$ cat src/hdl/esc_pkg.sv
// ----------------------------------------------------------------------------
// esc_pkg
// shared constants and helpers for the seconds to calendar pipeline
// ----------------------------------------------------------------------------
package esc_pkg;

	localparam int unsigned EPOCH_YEAR    = 1970;
	localparam int unsigned EPOCH_WEEKDAY = 4;
	// day count of 2100-03-01, first day after the skipped gregorian feb 29
	localparam int unsigned DAY_2100_MAR1 = 47541;

	// day of year on which month m starts; leap years shift march onward by one
	function automatic logic [8:0] month_start(input logic [3:0] m, input logic leap);
		logic [8:0] s;
		case (m)
			4'd0:    s = 9'd0;
			4'd1:    s = 9'd31;
			4'd2:    s = 9'd59;
			4'd3:    s = 9'd90;
			4'd4:    s = 9'd120;
			4'd5:    s = 9'd151;
			4'd6:    s = 9'd181;
			4'd7:    s = 9'd212;
			4'd8:    s = 9'd243;
			4'd9:    s = 9'd273;
			4'd10:   s = 9'd304;
			4'd11:   s = 9'd334;
			default: s = 9'd0;
		endcase
		if (leap && (m >= 4'd2))
			s = s + 9'd1;
		return s;
	endfunction

endpackage

$ cat src/hdl/epoch_seconds_to_calendar.sv
// ----------------------------------------------------------------------------
// epoch_seconds_to_calendar
// converts a 32-bit epoch second count into time of day, weekday and date
// ----------------------------------------------------------------------------
// usage:
//   input word: epoch_seconds on in_valid / in_stall
//   output word: second .. day_of_month on out_valid / out_stall
//   stage 1 splits seconds by 60 via reciprocal multiply
//   stage 2 splits minutes by 60, stage 3 splits hours by 24 and flags
//     day counts from 2100-03-01 on
//   stage 4 forms weekday from the day count (reciprocal multiply by 7) and
//     splits the day count into 4-year cycles (reciprocal multiply by 1461);
//     flagged days get one extra day, a phantom 2100-02-29, so every fourth
//     year can be treated as leap from here on
//   stage 5 picks the year inside the cycle, stage 6 finds the month by
//   comparing the day of year against the month start offsets
//   stage 7 is the output register
//   one word enters every cycle while not stalled
//   a stall at the output freezes the whole pipe; in_stall follows it
//   asynchronous reset clears all valid bits; payloads hold no reset
// ----------------------------------------------------------------------------
module epoch_seconds_to_calendar
	import esc_pkg::*;
(
	input  logic        clk,
	input  logic        arst_n,
	input  logic        in_valid,
	output logic        in_stall,
	input  logic [31:0] epoch_seconds,
	output logic        out_valid,
	input  logic        out_stall,
	output logic [5:0]  second,
	output logic [5:0]  minute,
	output logic [4:0]  hour,
	output logic [2:0]  weekday,
	output logic [11:0] calendar_year,
	output logic [3:0]  month_number,
	output logic [4:0]  day_of_month
);

	logic adv;
	assign adv      = !(out_valid && out_stall);
	assign in_stall = !adv;

	// stage 1: seconds / 60
	logic [6:0]  v_q;
	logic [63:0] p1;
	logic [26:0] q1;
	logic [31:0] r1;
	logic [26:0] min_s1;
	logic [5:0]  sec_s1;
	assign p1 = epoch_seconds * 64'd2290649225; // 2^37/60 rounded up
	assign q1 = p1[63:37];
	assign r1 = epoch_seconds - q1 * 32'd60;
	always_ff @(posedge clk) if (adv) begin
		min_s1 <= q1;
		sec_s1 <= r1[5:0];
	end

	// stage 2: minutes / 60
	logic [54:0] p2;
	logic [20:0] q2;
	logic [26:0] r2;
	logic [20:0] hr_s2;
	logic [5:0]  sec_s2, min_s2;
	assign p2 = min_s1 * 28'd143165577; // 2^33/60 rounded up
	assign q2 = p2[53:33];
	assign r2 = min_s1 - q2 * 27'd60;
	always_ff @(posedge clk) if (adv) begin
		hr_s2  <= q2;
		min_s2 <= r2[5:0];
		sec_s2 <= sec_s1;
	end

	// stage 3: hours / 24
	logic [41:0] p3;
	logic [15:0] q3;
	logic [20:0] r3;
	logic [15:0] days_s3;
	logic        adj_s3;
	logic [4:0]  hr_s3;
	logic [5:0]  sec_s3, min_s3;
	assign p3 = hr_s2 * 21'd699051; // 2^24/24 rounded up
	assign q3 = p3[39:24];
	assign r3 = hr_s2 - q3 * 21'd24;
	always_ff @(posedge clk) if (adv) begin
		days_s3 <= q3;
		// 2100 is common: days from its march 1 on get a phantom feb 29
		adj_s3  <= (hr_s2 >= 21'(DAY_2100_MAR1 * 24));
		hr_s3   <= r3[4:0];
		min_s3  <= min_s2;
		sec_s3  <= sec_s2;
	end

	// stage 4: weekday and 4-year cycle split, days / 1461
	logic [16:0] dw;
	logic [33:0] p4;
	logic [16:0] q7;
	logic [16:0] r7;
	logic [15:0] days_adj;
	logic [31:0] p4b;
	logic [5:0]  cyc;
	logic [15:0] rc;
	logic [5:0]  cyc_s4;
	logic [10:0] rc_s4;
	logic [2:0]  wd_s4;
	logic [4:0]  hr_s4;
	logic [5:0]  sec_s4, min_s4;
	assign dw  = {1'b0, days_s3} + 17'(EPOCH_WEEKDAY);
	assign p4  = dw * 17'd74899; // 2^19/7 rounded up
	assign q7  = {4'b0000, p4[31:19]};
	assign r7  = dw - q7 * 17'd7;
	assign days_adj = days_s3 + {15'd0, adj_s3};
	assign p4b = days_adj * 16'd45934; // 2^26/1461 rounded up
	assign cyc = p4b[31:26];
	assign rc  = days_adj - 16'(cyc) * 16'd1461;
	always_ff @(posedge clk) if (adv) begin
		cyc_s4  <= cyc;
		rc_s4   <= rc[10:0];
		wd_s4   <= r7[2:0];
		hr_s4   <= hr_s3; min_s4 <= min_s3; sec_s4 <= sec_s3;
	end

	// stage 5: year within the cycle (1970 cycle: 365,365,366,365)
	logic [1:0]  yi;
	logic [10:0] yoff;
	logic [11:0] yb;
	logic [10:0] rdoy;
	logic [11:0] yr_s5;
	logic [8:0]  doy_s5;
	logic [2:0]  wd_s5;
	logic [4:0]  hr_s5;
	logic [5:0]  sec_s5, min_s5;
	always_comb begin
		if (rc_s4 < 11'd365)       begin yi = 2'd0; yoff = 11'd0;    end
		else if (rc_s4 < 11'd730)  begin yi = 2'd1; yoff = 11'd365;  end
		else if (rc_s4 < 11'd1096) begin yi = 2'd2; yoff = 11'd730;  end
		else                       begin yi = 2'd3; yoff = 11'd1096; end
		yb   = 12'(EPOCH_YEAR) + {4'd0, cyc_s4, 2'b00} + {10'd0, yi};
		rdoy = rc_s4 - yoff;
	end
	always_ff @(posedge clk) if (adv) begin
		yr_s5  <= yb;
		doy_s5 <= rdoy[8:0];
		wd_s5  <= wd_s4; hr_s5 <= hr_s4; min_s5 <= min_s4; sec_s5 <= sec_s4;
	end

	// stage 6: month from parallel compares against the month starts
	logic [3:0]  mo;
	logic [8:0]  mbase;
	logic [8:0]  dd;
	logic        lp;
	logic [3:0]  mo_s6;
	logic [4:0]  dom_s6;
	logic [11:0] yr_s6;
	logic [2:0]  wd_s6;
	logic [4:0]  hr_s6;
	logic [5:0]  sec_s6, min_s6;
	always_comb begin
		// every fourth year is leap here; 2100 carries the phantom feb 29
		lp    = (yr_s5[1:0] == 2'b00);
		mo    = 4'd0;
		mbase = 9'd0;
		for (int m = 1; m < 12; m++) begin
			if (doy_s5 >= month_start(4'(m), lp)) begin
				mo    = 4'(m);
				mbase = month_start(4'(m), lp);
			end
		end
		dd = doy_s5 - mbase;
	end
	always_ff @(posedge clk) if (adv) begin
		mo_s6  <= mo + 4'd1;
		dom_s6 <= dd[4:0] + 5'd1;
		yr_s6  <= yr_s5;
		wd_s6  <= wd_s5; hr_s6 <= hr_s5; min_s6 <= min_s5; sec_s6 <= sec_s5;
	end

	// stage 7: output register
	always_ff @(posedge clk) if (adv) begin
		second        <= sec_s6;
		minute        <= min_s6;
		hour          <= hr_s6;
		weekday       <= wd_s6;
		calendar_year <= yr_s6;
		month_number  <= mo_s6;
		day_of_month  <= dom_s6;
	end

	// valid bits travel alongside
	always_ff @(posedge clk or negedge arst_n) begin
		if (!arst_n) v_q <= '0;
		else if (adv) v_q <= {v_q[5:0], in_valid};
	end
	assign out_valid = v_q[6];

	a_hold: assert property (@(posedge clk) disable iff (!arst_n)
		out_valid && out_stall |=> out_valid && $stable(calendar_year))
		else $error("output word changed under stall");
	a_pass: assert property (@(posedge clk) disable iff (!arst_n)
		in_stall == (out_valid && out_stall))
		else $error("input stall not tied to output stall");
	a_range: assert property (@(posedge clk) disable iff (!arst_n)
		out_valid |-> month_number >= 4'd1 && month_number <= 4'd12 && weekday <= 3'd6)
		else $error("date field out of range");

endmodule

$ cat config.mk
export PLATFORM = sky130hd
export DESIGN_NAME = epoch_seconds_to_calendar
export DESIGN_NICKNAME = d
export VERILOG_FILES = /design/src/hdl/esc_pkg.sv /design/src/hdl/epoch_seconds_to_calendar.sv
export SDC_FILE = /design/constraint.sdc
export NUM_CORES = 2
export LEC_CHECK = 0
export BUFFER_PORTS_ARGS = -buffer_cell sky130_fd_sc_hd__buf_2
export CORE_MARGIN = 2
export CORE_UTILIZATION = 56
export CTS_CLUSTER_DIAMETER = 30
export DETAILED_ROUTE_END_ITERATION = 8
export PLACE_DENSITY = 0.69
export SKIP_LAST_GASP = 1
export SYNTH_ARGS = -nofsm -noshare
export SYNTH_HDL_FRONTEND = slang
export SYNTH_SLANG_ARGS = --single-unit
$ cat constraint.sdc
create_clock -name clk -period 23.4 [get_ports clk]
set_input_delay 4.68 -clock clk [delete_from_list [all_inputs] [get_ports clk]]
set_output_delay 4.68 -clock clk [all_outputs]
set_load 0.03 [all_outputs]
==> impl.org <==
** Run status
- Outcome :: finished, final reports clean

** Logic synthesis
- Mux contribution to synthesized area :: 0.1931%
- Number of warning messages in the yosys log :: 0
- Total of flip-flops plus latches after synthesis :: 267
- Biggest area consumer among synthesized cells :: ha_1
- Of the total synthesized cell area, the portion taken by XOR and XNOR cells is 4.056%.
- Flip-flop cell with the highest count after synthesis :: edfxtp_1
- Per-instance average area after synthesis :: 11.06 um2
- Unique cell type count in the Yosys netlist :: 72
- Arithmetic-cell share of the synthesized area counting full adders, half adders and majority gates :: 56.52%
- Netlist area before placement :: 0.04017 mm2
- Counting every instance in the synthesized netlist gives 3631.
- Compound-cell area share of the yosys netlist :: 5.896%
- Fraction of synthesis flops using an asynchronous set or reset pin :: 2.622%
- Share of synthesized area occupied by flip-flops and latches :: 19.87%
- Area share of the largest cell type after synthesis :: 28.91%
- Of the total synthesized cell area, the portion taken by AND, OR, NAND and NOR gates is 4.118%.
- Sorting the synthesized cells by area gives the leading types as ha_1, fa_1, edfxtp_1, inv_1, xnor2_1.
- Number of synthesized flops with an enable pin :: 260
- By area, the combinational part of the netlist is dominated by adder cells.
- The number of nets in the synthesized netlist is 5149.

** STA
- Headroom to the max-slew limit came out at 23.96%.
- Total of endpoints with negative setup slack in the final report :: 0
- After routing, the total negative slack on setup checks comes to 0 ns.
- Number of hold violations in the final report :: 0
- Highest achievable clock rate :: 87.66 MHz
- Largest clock skew in the final design :: 0.04843 ns
- For the pin with the worst max-slew slack, the measured transition is 1.133 ns.
- Final period demand of the worst path :: 11.41 ns
- The number of pins with negative max-slew slack in the final report was 0.
- Unrepaired setup endpoints after global routing :: no
- Of the available clock period, the critical path in the final layout requires 48.75%.

** Drt
- Using the TritonRoute via totals, the vias-per-cell ratio works out to 5.248.
- ANT nets after route :: 0
- Via count of the routed design :: 24930
- Sum of routed wire length over all layers :: 82250 um
- WL per Instance :: 17.32 um
- Routed wl met3 :: 3862 um
- Initial DRC count :: 1171
- For this run, design rule violations remaining after detail routing come to 0.
- Detailed-routing wirelength on met1 :: 37980 um
- After detailed routing, no signal wire sits above met4.
- Pre-Repair DR Iteration Count :: 7
- In the detailed route, the total length drawn on met2 is 38430 um.

** Clock network
- The later pin in the worst-skew pair is clocked with a latency of 0.60 ns.
- The longest clock path from root to sink contains 3 buffers.
- After clock tree synthesis, the clock-pin slew on the worst setup and hold paths is 0.06 ns.
- CTS saw 267 sinks.
- Post_cts resized :: 0
- The clock tree synthesis step divided the H-tree into 2 levels.
- For this design, the CTS-stage hold fixing added 0 buffers.
- In this run the clock root is driven by a clkbuf_16.
- Number of setup buffers added after CTS :: 0
- TritonCTS clock tree :: done
- The number of clock buffers added by TritonCTS is 52.

** Worst setup path
- Type of origin of the critical path :: primary input
- Biggest cell delay along the critical path :: 0.54 ns
- The worst setup path is captured at a flip-flop.
- At the worst endpoint, the required time is 23.73 ns.
- Category of cells accounting for the largest share of critical-path delay :: adder cells
- Of all nets on the critical path, the largest fanout is 6.
- Crit path max-delay cell type :: fa_1
- The number of buffers and inverters on the critical path is 4.
- The critical path is of the primary input to flip-flop type.
- Critical register-to-register path startpoint :: days_s3[2]$_DFFE_PN_
- Data on the critical path arrives at its endpoint at 11.74 ns.
- Worst setup path startpoint :: epoch_seconds[5]

** Global routing
- Maximum number of pins on one net before global-route repair :: 76
- The via count of the first global-routing pass came to 26620.
- Global routing used 23.45% of the available tracks.
- Global routing finished with a remaining overflow of 0.
- The number of antenna violations at the first check in global routing was 3.
- First-pass GRT wire length :: 137200 um

** Min path
- Classification of the worst-slack hold path :: flip-flop to flip-flop
- Min-Delay Startpoint :: min_s2[1]$_DFFE_PN_

** Finish
- Antenna cells :: 0
- Most used cells in the layout excluding fill and tap cells :: inv_1, ha_1, fa_1, edfxtp_1, xnor2_1
- Area growth from synthesis to layout :: 8.600%
- Layout net count :: 5274
- Leading cell type in the layout, fill and taps excluded :: inv_1
- Layout cell share with drive strength beyond 1 :: 5.632%

** Placement
- After legalization and detailed placement, the total HPWL measured 71090 um.
- Port buffer count :: 78
- The congestion estimate from routability-driven global placement came to 0.9519.

** Floorplan
- I/O pin count :: 79
- For this configuration, the core starts out at a cell density of 56.38%.
- The floorplan has 98 rows.
- In this run the horizontal extent of the chip is 271.8 um.
- Die span in y :: 271.8 um
- The floorplan step defined a die boundary enclosing 0.07389 mm2.
- The region available for standard cell placement spans 0.07124 mm2.

** Run
- Max-cap violations in this run came to 0.
## cells by family (layout without fill, tap and decap cells)
family | after synthesis | count (layout)
AOI/OAI and AO/OA | 357 | 357
and+or+nand+nor | 332 | 332
xor gates and xnor gates | 186 | 186
DFF | 267 | 267
adders and majority gates | 1482 | 1482
buffers and inverters | 1000 | 1169
muxes | 7 | 7
## synthesized netlist by cell type (5+ instances only)
library cell,instances
edfxtp_1,260
nor2b_1,19
ha_1,928
a21o_1,50
fa_1,554
a211oi_1,11
a31oi_1,12
or3_1,8
nand2_1,69
o21bai_1,8
o21a_1,25
inv_1,983
a21oi_1,102
nand4_1,21
dfrtp_1,7
nor3_1,19
nor2_1,93
and3_1,21
o21ai_0,61
o2111ai_1,6
clkbuf_1,14
o21ai_1,10
xor2_1,67
and2_1,11
o211ai_1,11
mux2_2,6
a31o_2,5
o31ai_1,5
and4_1,7
xnor2_1,119
nand2b_1,21
nand3_1,30
## per-layer routing
metal | GRT usage [%] | up-vias
li1 | - | 12090
met2 | 38.64 | 507
met5 | 0 | -
met4 | 5.437 | 0
met3 | 3.042 | 134
met1 | 33.17 | 12200
## stage by stage
step	utilization (%)	setup WS, ns	std cells	hold WS (ns)	cell area [um2]
after floorplan	-	6.972	3631	0.4003	40170
after global placement	58.62	11.59	4652	0.4005	41760
after detailed placement	58.62	11.42	4652	0.4045	41760
after CTS	61.23	12.01	4750	0.4106	43620
after global routing	61.23	11.48	4750	0.4108	43620
final	61.23	11.99	4750	0.4108	43620
## final timing paths
kind,depth (start not counted),end,slack (ns)
max in group asynchronous,1,v_q[2]$_DFFE_PN0N_,19.34
max reg2reg,41,rc_s4[10]$_DFFE_PN_,12.16
max,26,sec_s1[5]$_DFFE_PN_,11.99
min,0,min_s3[1]$_DFFE_PN_,0.41
min reg2reg,0,min_s3[1]$_DFFE_PN_,0.41
min in group asynchronous,1,v_q[6]$_DFFE_PN0N_,3.90
## sequential cells by signal (all words and copies together) (netlist names), 7 cells and up
| signal | flops |
|---|---|
| yr_s5 | 12 |
| calendar_year | 12 |
| hr_s2 | 21 |
| doy_s5 | 9 |
| v_q | 7 |
| days_s3 | 16 |
| min_s1 | 27 |
| rc_s4 | 11 |
| yr_s6 | 12 |
## worst register-to-register path, delay by kind of cell (launching register included)
kind | cells | cell delay [ns]
fa+ha+maj | 13 | 5.45
compound gates | 12 | 2.33
xor+xnor | 3 | 1.26
simple gates | 5 | 0.94
flops | 1 | 0.58
buf+inv | 8 | 0.44
## cell type report
class,count,area [um2]
inverters,984,3694
flip-flops and latches,267,7983
multi-input cells,2364,28440
repair buffers,87,457.9
fillers,5837,27620
clock inverters,43,549.3
well taps,950,1189
clock buffers,55,1313
Power is left out: the tool's default activity adds up to more than one toggle a clock period on the data nets, which glitch-free logic cannot reach.
